--- src/gdr_pkg.sv ---
`default_nettype none

package gdr_pkg;

  localparam int CELL_W      = 16;
  localparam int FRAC_BITS   = 12;
  localparam int WEIGHT_W    = 13;
  localparam int INDEX_W     = 10;
  localparam int CFG_INDEX_W = 2;
  localparam int CFG_DATA_W  = 16;

  localparam int GRID_WIDTH_DEF  = 32;
  localparam int GRID_HEIGHT_DEF = 32;

  localparam logic [WEIGHT_W-1:0] SELF_WEIGHT_RST      = 13'd3277;
  localparam logic [WEIGHT_W-1:0] NEIGHBOUR_WEIGHT_RST = 13'd205;
  localparam logic [CELL_W-1:0]   IMPULSE_AMOUNT_RST   = 16'd1638;

  localparam logic FUNC_STEP = 1'b0;
  localparam logic FUNC_READ = 1'b1;

  localparam logic [CFG_INDEX_W-1:0] REG_SELF_WEIGHT      = 2'd0;
  localparam logic [CFG_INDEX_W-1:0] REG_NEIGHBOUR_WEIGHT = 2'd1;
  localparam logic [CFG_INDEX_W-1:0] REG_IMPULSE_AMOUNT   = 2'd2;

  typedef enum logic [1:0] {
    WS_ZERO,
    WS_CELL,
    WS_IMPULSE
  } wsel_e;

  typedef struct packed {
    logic  mem_we;
    wsel_e wsel;
    logic  rd_en;
    logic  prep_en;
    logic  has_left;
    logic  has_right;
    logic  has_up;
    logic  has_down;
    logic  comp_en;
    logic  capture;
    logic  func_read;
    logic  cell_in_grid;
    logic  out_load;
  } cmd_t;

endpackage

`default_nettype wire

--- src/gdr_ctrl.sv ---
`default_nettype none

module gdr_ctrl #(
  parameter int GRID_WIDTH  = gdr_pkg::GRID_WIDTH_DEF,
  parameter int GRID_HEIGHT = gdr_pkg::GRID_HEIGHT_DEF,
  localparam int N   = GRID_WIDTH * GRID_HEIGHT,
  localparam int AW  = $clog2(N)
) (
  input  wire logic                          clk_i,
  input  wire logic                          rst_ni,
  input  wire logic                          in_valid_i,
  input  wire logic                          in_func_i,
  input  wire logic [gdr_pkg::INDEX_W-1:0]   in_cell_index_i,
  output logic                               in_ready_o,
  input  wire logic                          out_ready_i,
  output logic                               out_valid_o,
  output gdr_pkg::cmd_t                      cmd_o,
  output logic [AW-1:0]                      waddr_o,
  output logic [AW-1:0]                      raddr_o
);

  localparam int KW  = $clog2(N + GRID_WIDTH + 2);
  localparam int CLW = $clog2(GRID_WIDTH);
  localparam int RWW = $clog2(GRID_HEIGHT);

  localparam logic [KW-1:0] K_CLR_LAST   = KW'(N - 1);
  localparam logic [KW-1:0] K_N          = KW'(N);
  localparam logic [KW-1:0] K_PREP_FIRST = KW'(GRID_WIDTH + 1);
  localparam logic [KW-1:0] K_PREP_LAST  = KW'(N + GRID_WIDTH);
  localparam logic [KW-1:0] K_OFF        = KW'(GRID_WIDTH + 2);
  localparam logic [KW-1:0] K_LAST       = KW'(N + GRID_WIDTH + 1);
  localparam logic [CLW-1:0] COL_LAST    = CLW'(GRID_WIDTH - 1);
  localparam logic [RWW-1:0] ROW_LAST    = RWW'(GRID_HEIGHT - 1);

  localparam logic [2:0] ST_CLEAR   = 3'd0;
  localparam logic [2:0] ST_IDLE    = 3'd1;
  localparam logic [2:0] ST_SWEEP   = 3'd2;
  localparam logic [2:0] ST_FETCH   = 3'd3;
  localparam logic [2:0] ST_CAPTURE = 3'd4;
  localparam logic [2:0] ST_DONE    = 3'd5;

  logic [2:0]                    state_q, state_d;
  logic [KW-1:0]                 k_q, k_d;
  logic [CLW-1:0]                pcol_q, pcol_d;
  logic [RWW-1:0]                prow_q, prow_d;
  logic                          out_valid_q, out_valid_d;
  logic                          func_q;
  logic [gdr_pkg::INDEX_W-1:0]   idx_q;
  logic                          in_grid;
  logic [AW-1:0]                 idx_addr;
  logic                          prep_en;
  logic                          comp_en;
  logic                          out_load;
  logic [KW-1:0]                 k_wr;

  assign in_grid  = 32'(idx_q) < 32'(N);
  assign idx_addr = in_grid ? AW'(idx_q) : '0;
  assign prep_en  = (state_q == ST_SWEEP) && (k_q >= K_PREP_FIRST) && (k_q <= K_PREP_LAST);
  assign comp_en  = (state_q == ST_SWEEP) && (k_q >= K_OFF);
  assign out_load = (state_q == ST_DONE) && (!out_valid_q || out_ready_i);
  assign k_wr     = k_q - K_OFF;

  assign in_ready_o  = (state_q == ST_IDLE);
  assign out_valid_o = out_valid_q;

  always_comb begin
    state_d     = state_q;
    k_d         = k_q;
    pcol_d      = pcol_q;
    prow_d      = prow_q;
    out_valid_d = out_valid_q;
    if (out_valid_q && out_ready_i) begin
      out_valid_d = 1'b0;
    end
    if (out_load) begin
      out_valid_d = 1'b1;
    end
    case (state_q)
      ST_CLEAR: begin
        k_d = k_q + 1'b1;
        if (k_q == K_CLR_LAST) begin
          k_d     = '0;
          state_d = ST_IDLE;
        end
      end
      ST_IDLE: begin
        k_d    = '0;
        pcol_d = '0;
        prow_d = '0;
        if (in_valid_i) begin
          state_d = (in_func_i == gdr_pkg::FUNC_STEP) ? ST_SWEEP : ST_FETCH;
        end
      end
      ST_SWEEP: begin
        k_d = k_q + 1'b1;
        if (prep_en) begin
          if (pcol_q == COL_LAST) begin
            pcol_d = '0;
            prow_d = prow_q + 1'b1;
          end else begin
            pcol_d = pcol_q + 1'b1;
          end
        end
        if (k_q == K_LAST) begin
          state_d = ST_FETCH;
        end
      end
      ST_FETCH: begin
        state_d = ST_CAPTURE;
      end
      ST_CAPTURE: begin
        state_d = ST_DONE;
      end
      ST_DONE: begin
        if (out_load) begin
          state_d = ST_IDLE;
        end
      end
      default: begin
        state_d = ST_IDLE;
      end
    endcase
  end

  always_ff @(posedge clk_i or negedge rst_ni) begin
    if (!rst_ni) begin
      state_q     <= ST_CLEAR;
      k_q         <= '0;
      pcol_q      <= '0;
      prow_q      <= '0;
      out_valid_q <= 1'b0;
    end else begin
      state_q     <= state_d;
      k_q         <= k_d;
      pcol_q      <= pcol_d;
      prow_q      <= prow_d;
      out_valid_q <= out_valid_d;
    end
  end

  always_ff @(posedge clk_i) begin
    if (in_valid_i && in_ready_o) begin
      func_q <= in_func_i;
      idx_q  <= in_cell_index_i;
    end
  end

  always_comb begin
    cmd_o              = '0;
    cmd_o.wsel         = gdr_pkg::WS_IMPULSE;
    cmd_o.prep_en      = prep_en;
    cmd_o.has_left     = (pcol_q != '0);
    cmd_o.has_right    = (pcol_q != COL_LAST);
    cmd_o.has_up       = (prow_q != '0);
    cmd_o.has_down     = (prow_q != ROW_LAST);
    cmd_o.comp_en      = comp_en;
    cmd_o.capture      = (state_q == ST_CAPTURE);
    cmd_o.func_read    = (func_q == gdr_pkg::FUNC_READ);
    cmd_o.cell_in_grid = in_grid;
    cmd_o.out_load     = out_load;
    waddr_o            = idx_addr;
    raddr_o            = idx_addr;
    case (state_q)
      ST_CLEAR: begin
        cmd_o.mem_we = 1'b1;
        cmd_o.wsel   = gdr_pkg::WS_ZERO;
        waddr_o      = k_q[AW-1:0];
      end
      ST_SWEEP: begin
        cmd_o.mem_we = comp_en;
        cmd_o.wsel   = gdr_pkg::WS_CELL;
        cmd_o.rd_en  = 1'b1;
        waddr_o      = k_wr[AW-1:0];
        raddr_o      = (k_q < K_N) ? k_q[AW-1:0] : '0;
      end
      ST_FETCH: begin
        cmd_o.rd_en = 1'b1;
      end
      ST_CAPTURE: begin
        cmd_o.mem_we = (func_q == gdr_pkg::FUNC_STEP) && in_grid;
      end
      default: begin
        cmd_o.mem_we = 1'b0;
      end
    endcase
  end

endmodule

`default_nettype wire

--- config.mk ---
export PLATFORM = sky130hd
export DESIGN_NAME = gdr_ctrl
export DESIGN_NICKNAME = d
export VERILOG_FILES = /design/src/gdr_pkg.sv /design/src/gdr_ctrl.sv
export SDC_FILE = /design/constraint.sdc
export NUM_CORES = 1
export LEC_CHECK = 0
export ABC_AREA = 1
export BUFFER_PORTS_ARGS = -buffer_cell sky130_fd_sc_hd__buf_4
export CORE_AREA = 2 2 77 79
export DETAILED_ROUTE_END_ITERATION = 8
export DIE_AREA = 0 0 79 81
export PLACE_DENSITY = 0.67
export SLEW_MARGIN = 20
export SYNTH_ARGS = -nofsm -noshare
export SYNTH_HDL_FRONTEND = slang
export SYNTH_SLANG_ARGS = --single-unit
export TNS_END_PERCENT = 10
--- constraint.sdc ---
create_clock -name clk_i -period 5.6 [get_ports clk_i]
set_clock_uncertainty 0.15 [all_clocks]
set_input_delay 0.84 -clock clk_i [delete_from_list [all_inputs] [get_ports clk_i]]
set_output_delay 0.84 -clock clk_i [all_outputs]
set_load 0.005 [all_outputs]
Word level (Yosys, flattened, before mapping)
Cells that the tools add are included.
{"block": "word_totals", "ff_bits": 36, "latch_bits": 0, "mem_bits_rw": 0, "romBits": 0, "input_bits": 15, "out_inout_bits": 36, "word_cells": 72, "mem_count": 0}
{"block": "op_classes", "add_sub_neg": 4, "multipliers": 0, "n_div": 0, "magnitude_cmp": 4, "n_eq_ne": 16, "shifts": 0, "mux": 22, "bitwise_logic": 1, "n_reduce_logical": 18}
{"operator": "$pmux 11 s3", "count": 1}
{"operator": "$ge 11x6->1 const B", "count": 2}
{"operator": "$mux 10", "count": 2}
{"operator": "$mux 5", "count": 4}
{"operator": "$pmux 10 s2", "count": 1}
{"operator": "$pmux 5 s2", "count": 2}
{"operator": "$pmux 3 s6", "count": 1}
{"operator": "$mux 3", "count": 4}
{"operator": "$add 11x1->11 const B", "count": 1}
{"operator": "$eq 11x10->1 const B", "count": 1}
{"operator": "$eq 11x11->1 const B", "count": 1}
{"operator": "$le 11x11->1 const B", "count": 1}
{"operator": "$lt 11x11->1 const B", "count": 1}
{"operator": "$mux 11", "count": 1}
{"operator": "$add 5x1->5 const B", "count": 2}
{"operator": "$ne 5x5->1 const B", "count": 2}
{"operator": "$reduce_bool 5->1", "count": 2}
{"operator": "$sub 10x6->10 const B", "count": 1}
{"operator": "$ne 2x2->1 const B", "count": 4}
{"operator": "$eq 3x2->1 const B", "count": 2}
{"operator": "$eq 3x3->1 const B", "count": 2}
{"operator": "$logic_and 1x1->1", "count": 6}
{"operator": "$eq 5x5->1 const B", "count": 1}
{"operator": "$mux 1", "count": 4}
{"operator": "14 further kinds", "count": 16}

Longest topological paths before layout
Gate-level depths: netlist of run 1.
{"block": "logic_depth", "word_depth": 5, "depth_mapped": 11, "mapped_depth_nobuf": 11}

Least setup slack after synthesis of run 1
No wires, ideal clock.
{"block": "synth_timing", "path_kind": "register to output", "startpoint": "reg k_q[1]", "endpoint": "out cmd_o[9] (netlist name)", "arrival_time_ns": 1.457, "required_time_ns": 4.610, "path_slack_ns": 3.153, "stages_incl_launch_ff": 11, "path_buffers": 1, "path_cell_list": "dfrtp_1 inv_1 ha_1 inv_1 a21oi_1 nor2_1 nor2_1 nand2_2 nand3_4 inv_1 buf_4"}
{"block": "synth_between", "elab_chain_cells": 3, "word_cells_on_any_way": 4, "cone_classes": "order compare (2); reduce/logical (2)"}
{"element": "from (decl)", "line": "gdr_ctrl.sv:43", "text": "logic [KW-1:0] k_q, k_d;"}
{"element": "from (signal assigned)", "line": "gdr_ctrl.sv:134", "text": "k_q <= k_d;"}
{"element": "$ge 11x6->1", "line": "gdr_ctrl.sv:58", "text": "assign prep_en = (state_q == ST_SWEEP) && (k_q >= K_PREP_FIRST) && (k_q <= K_PREP_LAST);"}
{"element": "$logic_and 1x1->1", "line": "gdr_ctrl.sv:58"}
{"element": "$logic_and 1x1->1 *", "line": "gdr_ctrl.sv:58"}
{"element": "to (decl)", "line": "gdr_ctrl.sv:17", "text": "output gdr_pkg::cmd_t cmd_o,"}
Every way passes the cells marked *; elsewhere a longest branch is shown, timed or not.

Final worst setup path of run 1
{"block": "layout_timing", "startpoint": "reg state_q[1]", "endpoint": "out waddr_o[8]"}
{"block": "layout_between", "elab_chain_cells": 2, "word_cells_on_any_way": 3, "cone_classes": "eq/ne (1); mux (1); reduce/logical (1)"}
{"element": "from (decl)", "line": "gdr_ctrl.sv:42", "text": "logic [2:0] state_q, state_d;"}
{"element": "from (signal assigned)", "line": "gdr_ctrl.sv:133", "text": "state_q <= state_d;"}
{"element": "$eq 3x2->1 / $logic_not 3->1 (equally long branches)", "line": "gdr_ctrl.sv:163", "text": "case (state_q)"}
{"element": "$pmux 10 s2 *", "line": "gdr_ctrl.sv:163"}
{"element": "to (decl)", "line": "gdr_ctrl.sv:18", "text": "output logic [AW-1:0] waddr_o,"}
Marked as above.

==> results of run 1 <==
-- sequential cells by signal, summed over array words and instances (netlist names) --
name / cells
state_q: 3
func_q: 1
k_q: 11
prow_q: 5
idx_addr: 10
out_valid_o: 1
pcol_q: 5
-- synth_stat cells (all sizes together) --
cell type and count:
ha 13, o22ai 8, dfrtp 25, a21oi 10, nor4 1, nand3b 2, inv 54, nor3 6
o221ai 6, o21a 1, nand4 2, nand3 37, o21ai 20, and3 1, buf 11, xor2 5
nand2 77, clkbuf 2, nor2 33, o31ai 1, o211ai 6, edfxtp 11, conb 1
-- power groups by stage --
stage               combinational (mW)  sequential [mW]  clock, mW
CTS                              0.605            0.356      0.237
global placement                 0.597            0.359          0
detailed placement               0.601            0.361          0
finish                           0.602            0.355      0.232
global route                     0.673            0.361      0.249
floorplan                        0.373            0.349          0
-- per-stage QoR --
step           hold WS (ns)  setup slack (ns)
2_1_floorplan         0.338              3.15
3_3_place_gp          0.376              2.76
3_5_place_dp          0.392              2.68
4_1_cts               0.299              2.36
5_1_grt               0.306              2.16
6_report              0.285              2.36
-- layout make-up --
cell class / instances / area (um2)
clock inverter: 3 / 41.3
clock buffer: 5 / 68.8
sequential: 36 / 956
fill: 573 / 2730
tap: 75 / 93.8
multi-input combinational: 230 / 1220
timing repair buffer: 49 / 368
inverter: 54 / 203
-- worst register-to-register path, cell delays in order, from the launching register on --
cell and delay [ns]:
dfrtp_1 0.37, inv_1 0.09, nor2_1 0.14, nand2_1 0.25
inv_1 0.63, nand4_1 0.34, nand3_1 0.17, nand2_1 0.06
-- routing by layer --
metal,global-route usage (%),vias to the layer above
li1,-,1178
met1,25.5,1067
met2,34.1,75
met3,4.00,13
met4,8.10,0
met5,0,-
-- how the worst max path moves through the flow --
stage               slack [ns]                    from    endpoint
global placement          2.76  state_q[1]$_DFFE_PN0P_  waddr_o[8]
global route              2.16  state_q[1]$_DFFE_PN0P_  waddr_o[5]
finish                    2.36  state_q[1]$_DFFE_PN0P_  waddr_o[8]
CTS                       2.36  state_q[1]$_DFFE_PN0P_  waddr_o[8]
floorplan                 3.15      k_q[1]$_DFFE_PN0P_    cmd_o[9]
detailed placement        2.68  state_q[1]$_DFFE_PN0P_  waddr_o[8]
-- kinds of logic (layout without fill, tap and decap cells) --
| family | Yosys count | in the layout | share of synthesized area [%] |
|---|---|---|---|
| AND/OR/NAND/NOR | 159 | 159 | 28.3 |
| adder cells (fa/ha/maj) | 13 | 13 | 6.63 |
| buffers and inverters | 67 | 111 | 11.4 |
| XOR/XNOR | 5 | 5 | 1.78 |
| flip-flops | 36 | 36 | 38.9 |
| other | 1 | 1 | 0.153 |
| AO/OA/AOI/OAI | 52 | 52 | 12.7 |
==> qor.csv, run 1 <==
metric;value;unit
status;finished clean;
cp_slowest_cell;inv_1;
reg2reg_setup_slack;3.30;ns
slowest_delay;0.63;ns
crit_chain;inv_1 -> nor2_1 -> nand2_1 -> inv_1 -> nand3_1 -> o21a_1 -> o21ai_0 -> buf_4;
gp_congestion;0.955;
placed_cell_area;2840;um2
grt_max_degree;26;
viasPerCell;5.16;
io_pins;51;
p_int;690;uW
final_hold_viol_count;0;
rr_startpoint;state_q[1]$_DFFE_PN0P_;
cap_viol_max_count;0;
yosysSeqAreaShare;38.9;%
post-route-period-util;57.8;%
yosysTopAreaCell;dfrtp_1;
rr_worst_depth;7;
place_hpwl;4.53;mm
drc_errors;0;
route.met3.wl;309;um
worstMarginPinSlew;0.954;ns
htree_levels;2;
port_buffers;49;
r2r_end;prow_q[4]$_DFFE_PN0P_;
yosys_warnings;0;
grt_first_pass_wirelength;10.2;mm
start_util;43.3;%
dr_wl_met2;2.87;mm
layout_common_cells;74 x nand2_1, 53 x inv_1, 49 x buf_4;
path_delay_family;buffers and inverters;
dp.cells;444;
cts_buffer_depth;2;
maxSlewHeadroom;36.2;%
postCtsHoldBufs;0;
p_leak;1.52;nW
critPathBufInv;3;
cts-resized-gates;0;
sw_frac_of_total;42.0;%
postLayoutCellArea;2950;um2
layout_commonest_cell;nand2_1;
layout-drive-gt1-share;17.0;%
cts_tree;done;
cp_data_arrival_time;2.25;ns
final-max-slew-violation-count;0;
fin_cells;452;
netlist_area;2450;um2
cts_buffers;5;
grt_overflow;0;
synthCells;333;
pwr-share-seq;29.9;%
combPwrFrac;50.6;%
firstDrtPassIters;4;
min_path_type;in2async;
die_area;6400;um2
fp.coreArea;5680;um2
top_layer;met4;
yosysUniqueCellTypes;30;
p_per_area;403;nW/um2
setup_violations;0;
crit_required;4.61;ns
vias;2333;
fp-row-count;28;
wl_met1;2.71;mm
switching_power;499;uW
drt_iter0_drc;102;
worstPathMaxFanout;22;
clock.fmax;0.309;GHz
first_global_vias;2274;
ant_nets;0;
final_nets;404;
cts.reportedPaths.clkPinSlew;0.07;ns
area_delta_synth_final;20.1;%
synth_top_area_share;25.5;%
ys_seq_elements;36;
cp_num_cells;8;
final_util;52.0;%
ys_top_cells_by_area;dfrtp_1 25%, edfxtp_1 13%, nand2_1 11%;
startpoint_type;flip-flop;
die_x;79;um
cts-root-buf;clkbuf_8;
grtUsageTotal;20.2;%
period_needed;3.24;ns
power_frac_clock;19.5;%
antenna_found_initial;0;
die_y;81;um
post_cts_buffers;0;
crit_top_cell;inv_1;
max-vdd-ir-drop;0.000179;V
syn_area_per_cell;7.37;um2
antenna-diode-count;0;
cts_num_sinks;36;
avgRoutedWirePerCell;13.3;um
rsz0062_at_grt;no;
clk_latency;0.29;ns
crit_type;reg2out;
setup-tns-final;0;ns
drt-total-wl;6.01;mm
finalPower;1.19;mW
syn_nets;361;
endpoint_kind;primary output;
(Power assumes the default switching activity.)
==> run 2: changes to the inputs <==
--- a/config.mk
+++ b/config.mk
@@ -10,7 +10,7 @@
 export CORE_AREA = 2 2 77 79
 export DETAILED_ROUTE_END_ITERATION = 8
 export DIE_AREA = 0 0 79 81
-export PLACE_DENSITY = 0.67
+export PLACE_DENSITY = 0.69
 export SLEW_MARGIN = 20
 export SYNTH_ARGS = -nofsm -noshare
 export SYNTH_HDL_FRONTEND = slang
==> constraint.sdc (replaced) <==
create_clock -name clk_i -period 2.8 [get_ports clk_i]
set_clock_uncertainty 0.15 [all_clocks]
set_input_delay 0.42 -clock clk_i [delete_from_list [all_inputs] [get_ports clk_i]]
set_output_delay 0.42 -clock clk_i [all_outputs]
set_load 0.005 [all_outputs]
==> run 2 against run 1 <==
  * Critical path depth rose by 2
  * Flip-flop and latch count did not move
  * Cell count is 1.3% higher
  * Register-to-register slack got worse by 2.6 ns
  * Clock power increased by 66%
  * Wire length is 2.3% higher
  * Setup slack got worse by 2.1 ns
  * Non-clock buffer count is 6 higher
  * Critical endpoint is now cmd_o[9]
==> qor.csv, run 2 (synthesized netlist as in run 1, its figures left out) <==
metric;value;unit;change
htree_levels;2;;unchanged
fin_cells;458;;+1.3%
cts-root-buf;clkbuf_8;;
drc_errors;0;;unchanged
r2r_end;k_q[9]$_DFFE_PN0P_;;
viasPerCell;5.18;;+0.38%
final_hold_viol_count;0;;unchanged
hold-path-endpoint;idx_addr[9]$_DFFE_PP_;;
crit_top_cell;inv_1;;
first_global_vias;2198;;-3.3%
fp-row-count;28;;unchanged
setup_ws;0.263;ns;-2.10 ns
die_y;81;um;unchanged
ff_latch_area;956;um2;unchanged
place_ws;0.483;ns;-2.20 ns
setup_violations;0;;unchanged
grt_overflow;0;;unchanged
grtUsageTotal;20.3;%;+0.10 points
p_per_area;792;nW/um2;+97%
status;finished clean;;
avgRoutedWirePerCell;13.4;um;+0.92%
post_cts_buffers;0;;unchanged
layout_common_cells;74 x nand2_1, 54 x buf_4, 53 x inv_1;;
fp.coreArea;5680;um2;unchanged
regMostFlops;k_q;;
combPwrFrac;53.5;%;+2.9 points
port_buffers;49;;unchanged
postLayoutCellArea;2980;um2;+1.1%
setup-tns-final;0;ns;unchanged
p_int;1.35;mW;+96%
area_delta_synth_final;21.5;%;
clock.fmax;0.394;GHz;
cp_slowest_cell;dfrtp_1;;
fillCellCount;577;;+0.70%
post-route-period-util;90.6;%;
final_nets;410;;+1.5%
multi_input_area;1220;um2;+0.31%
io_pins;51;;unchanged
period_needed;2.54;ns;
gp_congestion;1.01;;+5.5%
drt-total-wl;6.15;mm;+2.3%
final_util;52.6;%;+0.60 points
final-max-slew-violation-count;0;;unchanged
rsz0062_at_grt;no;;
sw_frac_of_total;42.9;%;+0.93 points
grt_max_degree;26;;unchanged
cp_data_arrival_time;1.97;ns;-0.28 ns
die_area;6400;um2;unchanged
cts_buffer_depth;2;;unchanged
firstDrtPassIters;5;;+1
ant_nets;0;;unchanged
pwr-share-seq;30.2;%;+0.3 points
startpoint_type;flip-flop;;
crit_required;2.23;ns;-2.38 ns
power_frac_clock;16.3;%;-3.2 points
antenna-diode-count;0;;unchanged
start_util;43.3;%;unchanged
cts.reportedPaths.clkPinSlew;0.07;ns;about the same
drt_iter0_drc;138;;+35%
cts_buffers;5;;unchanged
endpoint_kind;primary output;;
dp.cells;449;;+1.1%
clk_latency;0.29;ns;about the same
die_x;79;um;unchanged
critPathBufInv;4;;+1
layout-drive-gt1-share;18.3;%;+1.3 points
worstHoldPathCells;1;;
reg2reg_setup_slack;0.68;ns;-2.62 ns
min_path_type;in2reg;;
layout_commonest_cell;nand2_1;;
max-vdd-ir-drop;0.000408;V;+130%
worstPathMaxFanout;9;;-59%
largest_reg_flops;11;;unchanged
crit_chain;inv_1 -> ha_1 -> inv_1 -> a21oi_1 -> nor2_1 -> nor2_1 -> nand2_2 -> nand3_4 -> inv_1 -> buf_4;;
path_delay_family;buffers and inverters;;
vias;2373;;+1.7%
hp-start;in_cell_index_i[9];;
place_hpwl;4.64;mm;+2.4%
grt_first_pass_wirelength;10.2;mm;+0.14%
rr_startpoint;state_q[2]$_DFFE_PN0P_;;
crit_type;reg2out;;
cap_viol_max_count;0;;unchanged
cts_num_sinks;36;;unchanged
p_leak;1.54;nW;+1.4%
placed_cell_area;2880;um2;+1.3%
antenna_found_initial;0;;unchanged
rr_worst_depth;9;;+2
cts_tree;done;;
slowest_delay;0.43;ns;-0.20 ns
switching_power;1.01;mW;+100%
==> run 2: final cells by class <==
type	instances	area share, %
Multi-Input combinational cell	230	41.0
Clock inverter	2	0.336
Clock buffer	6	2.77
Sequential cell	36	32.0
Tap cell	75	3.15
Inverter	54	6.80
Timing Repair Buffer	55	13.9
==> run 2: worst max path at each step <==
| stage | from | end | slack (ns) | cells past startpoint |
|---|---|---|---|---|
| detailed placement | k_q[1]$_DFFE_PN0P_ | waddr_o[9] | 0.48 | 8 |
| global route | k_q[1]$_DFFE_PN0P_ | waddr_o[9] | 0.08 | 8 |
| CTS | k_q[1]$_DFFE_PN0P_ | waddr_o[9] | 0.15 | 8 |
| floorplan | k_q[1]$_DFFE_PN0P_ | cmd_o[9] | 0.77 | 10 |
| finish | k_q[1]$_DFFE_PN0P_ | cmd_o[9] | 0.26 | 10 |
| global placement | k_q[1]$_DFFE_PN0P_ | waddr_o[9] | 0.55 | 8 |
==> run 2: per-stage QoR <==
step           power, mW  hold slack (ns)
2_1_floorplan       1.44          -0.0256
3_3_place_gp        1.96            0.194
3_5_place_dp        1.98            0.194
4_1_cts             2.38            0.141
5_1_grt             2.55            0.140
6_report            2.36            0.152
==> run 2: what timing repair did <==
item,in CTS,in global routing
resized for setup,0,1
setup endpoints to repair,0,2
hold buffers,1,0
hold endpoints to repair,25,0
==> run 2: power groups by stage <==
| stage | combinational (mW) | sequential (mW) | clock (mW) |
|---|---|---|---|
| 3_3_place_gp | 1.25 | 0.718 | 0 |
| 2_1_floorplan | 0.746 | 0.697 | 0 |
| 4_1_cts | 1.27 | 0.712 | 0.401 |
| 3_5_place_dp | 1.26 | 0.722 | 0 |
| 6_report | 1.26 | 0.713 | 0.386 |
| 5_1_grt | 1.40 | 0.727 | 0.421 |
==> run 2: routing by layer <==
layer | part of all wire (%) | up-vias | global-route usage [%]
met5 | 0 | - | 0
met4 | 1.8 | 0 | 8.10
met3 | 4.6 | 13 | 3.67
met2 | 47 | 69 | 32.8
met1 | 46 | 1104 | 27.0
li1 | - | 1187 | -
==> run 3: changes to the inputs <==
--- a/config.mk
+++ b/config.mk
@@ -7,10 +7,10 @@
 export LEC_CHECK = 0
 export ABC_AREA = 1
 export BUFFER_PORTS_ARGS = -buffer_cell sky130_fd_sc_hd__buf_4
-export CORE_AREA = 2 2 77 79
+export CORE_AREA = 2 2 64 96
 export DETAILED_ROUTE_END_ITERATION = 8
-export DIE_AREA = 0 0 79 81
-export PLACE_DENSITY = 0.69
+export DIE_AREA = 0 0 66 98
+export PLACE_DENSITY = 0.68
 export SLEW_MARGIN = 20
 export SYNTH_ARGS = -nofsm -noshare
 export SYNTH_HDL_FRONTEND = slang
==> run 3 against run 2 <==
  * Combinational power about the same
  * First-iteration DRC count up 56%
  * Flip-flop and latch count unchanged
  * Clock power up 17%
  * Sequential power about the same
  * Critical path depth down 2
  * Fmax down 1.3%
  * Hold slack about the same
  * Wire length up 5.3%
  * Largest power group unchanged
==> qor.csv, run 3 (synthesized netlist as in run 1, its figures left out) <==
metric;value;unit;change
crit_required;2.23;ns;about the same
grt_overflow;0;;unchanged
fp-row-count;34;;+21%
ant_nets;0;;unchanged
endpoint_kind;primary output;;
final-max-slew-violation-count;0;;unchanged
drt_iter0_drc;215;;+56%
drt-total-wl;6.47;mm;+5.3%
min_path_type;in2reg;;
avgRoutedWirePerCell;14.2;um;+6.0%
grt_max_degree;26;;unchanged
grt_first_pass_wirelength;10.7;mm;+4.9%
first_global_vias;2352;;+7.0%
reg2reg_setup_slack;0.69;ns;about the same
final_nets;410;;unchanged
start_util;43.1;%;-0.19 points
r2r_end;prow_q[4]$_DFFE_PN0P_;;
clock.fmax;0.389;GHz;-1.3%
worstMarginPinSlew;0.638;ns;
port_buffers;49;;unchanged
die_area;6470;um2;+1.1%
firstDrtPassIters;4;;-1
grtUsageTotal;21.1;%;+0.88 points
regMostFlops;k_q;;
place_ws;0.470;ns;-0.0132 ns
worstPathMaxFanout;9;;unchanged
maxSlewHeadroom;57.4;%;
startpoint_type;flip-flop;;
layout_commonest_cell;nand2_1;;
cts-root-buf;clkbuf_8;;
p_leak;1.55;nW;+0.27%
viasPerCell;5.32;;+2.7%
post-route-period-util;91.8;%;+1.2 points
setup_ws;0.230;ns;-0.0325 ns
p_per_area;813;nW/um2;+2.7%
rr_startpoint;state_q[1]$_DFFE_PN0P_;;
crit_type;reg2out;;
cts_buffers;5;;unchanged
area_delta_synth_final;22.0;%;
status;finished clean;;
fp.coreArea;5700;um2;+0.44%
cts.reportedPaths.clkPinSlew;0.07;ns;about the same
post_cts_buffers;0;;unchanged
gp_congestion;0.979;;-2.8%
worstHoldPathCells;1;;unchanged
setup_violations;0;;unchanged
cp_data_arrival_time;2.00;ns;+0.03 ns
drc_errors;0;;unchanged
hold-path-endpoint;idx_addr[7]$_DFFE_PP_;;
cts_tree;done;;
place_hpwl;4.90;mm;+5.6%
die_y;98;um;+21%
period_needed;2.57;ns;+0.0325 ns
layout-drive-gt1-share;18.0;%;-0.26 points
pwr-share-seq;29.3;%;-0.9 points
sw_frac_of_total;41.9;%;-1.0 points
hp-start;in_cell_index_i[7];;
largest_reg_flops;11;;unchanged
clk_latency;0.29;ns;about the same
rr_worst_depth;8;;-1
cts_num_sinks;36;;unchanged
combPwrFrac;52.1;%;-1.4 points
max-vdd-ir-drop;0.000493;V;+21%
switching_power;1.02;mW;+0.52%
power_frac_clock;18.6;%;+2.3 points
io_pins;51;;unchanged
vias;2420;;+2.0%
htree_levels;2;;unchanged
layout_common_cells;74 x nand2_1, 54 x buf_4, 53 x inv_1;;
antenna-diode-count;0;;unchanged
rsz0062_at_grt;no;;
antenna_found_initial;0;;unchanged
cap_viol_max_count;0;;unchanged
die_x;66;um;-16%
setup-tns-final;0;ns;unchanged
cts_buffer_depth;2;;unchanged
p_int;1.42;mW;+4.9%
final_hold_viol_count;0;;unchanged
==> run 3: area by class of cell <==
class | count | area [um2]
flip-flops and latches | 36 | 956
clock buffers | 6 | 72.6
clock inverters | 2 | 35.0
multi-input cells | 230 | 1220
fillers | 571 | 2710
repair buffers | 55 | 415
inverters | 54 | 203
well taps | 72 | 90.1
==> run 3: what timing repair did <==
| action | CTS | global route |
|---|---|---|
| hold buffers | 1 | 0 |
| setup endpoints to repair | 0 | 1 |
| resized for setup | 0 | 1 |
| endpoints found under the hold margin | 25 | 0 |
==> run 3: how the worst max path moves through the flow <==
stage                            start    endpoint  slack (ns)  cells after the start
detailed placement  k_q[1]$_DFFE_PN0P_  waddr_o[9]        0.47                      8
floorplan           k_q[1]$_DFFE_PN0P_    cmd_o[9]        0.77                     10
global placement    k_q[1]$_DFFE_PN0P_  waddr_o[9]        0.52                      8
finish              k_q[1]$_DFFE_PN0P_  waddr_o[9]        0.23                      8
global route        k_q[1]$_DFFE_PN0P_  waddr_o[9]        0.05                      8
CTS                 k_q[1]$_DFFE_PN0P_  waddr_o[9]        0.13                      8
==> run 3: per-stage QoR <==
stage | power (mW) | instances | utilization [%] | cell area, um2 | hold WS (ns)
floorplan | 1.44 | 333 | - | 2450 | -0.0256
global placement | 1.97 | 446 | 50.4 | 2870 | 0.200
detailed placement | 1.99 | 446 | 50.4 | 2870 | 0.201
CTS | 2.44 | 455 | 52.5 | 2990 | 0.148
global route | 2.62 | 455 | 52.5 | 2990 | 0.143
finish | 2.44 | 455 | 52.5 | 2990 | 0.153
==> run 3: routing by layer <==
layer / vias to the layer above / GRT usage [%] / part of all wire (%) / wire, um
li1: 1186 / - / - / -
met1: 1130 / 24.9 / 40 / 2600
met2: 80 / 35.7 / 51 / 3290
met3: 24 / 3.11 / 4.5 / 288
met4: 0 / 12.2 / 4.5 / 292
met5: - / 0 / 0 / 0
==> run 3: critical path, stage by stage (launching register included) <==
cell and delay (ns):
dfrtp_1 0.43, inv_1 0.23, ha_1 0.24, inv_1 0.10, o21ai_2 0.23, nand3_1 0.10, nand3_1 0.09, o221ai_1 0.13
buf_4 0.17
==> run 3: power groups by stage <==
stage / clock network [mW] / logic [mW] / registers (mW)
global route: 0.485 / 1.41 / 0.721
detailed placement: 0 / 1.26 / 0.721
global placement: 0 / 1.25 / 0.718
floorplan: 0 / 0.746 / 0.697
finish: 0.453 / 1.27 / 0.712
CTS: 0.462 / 1.27 / 0.711
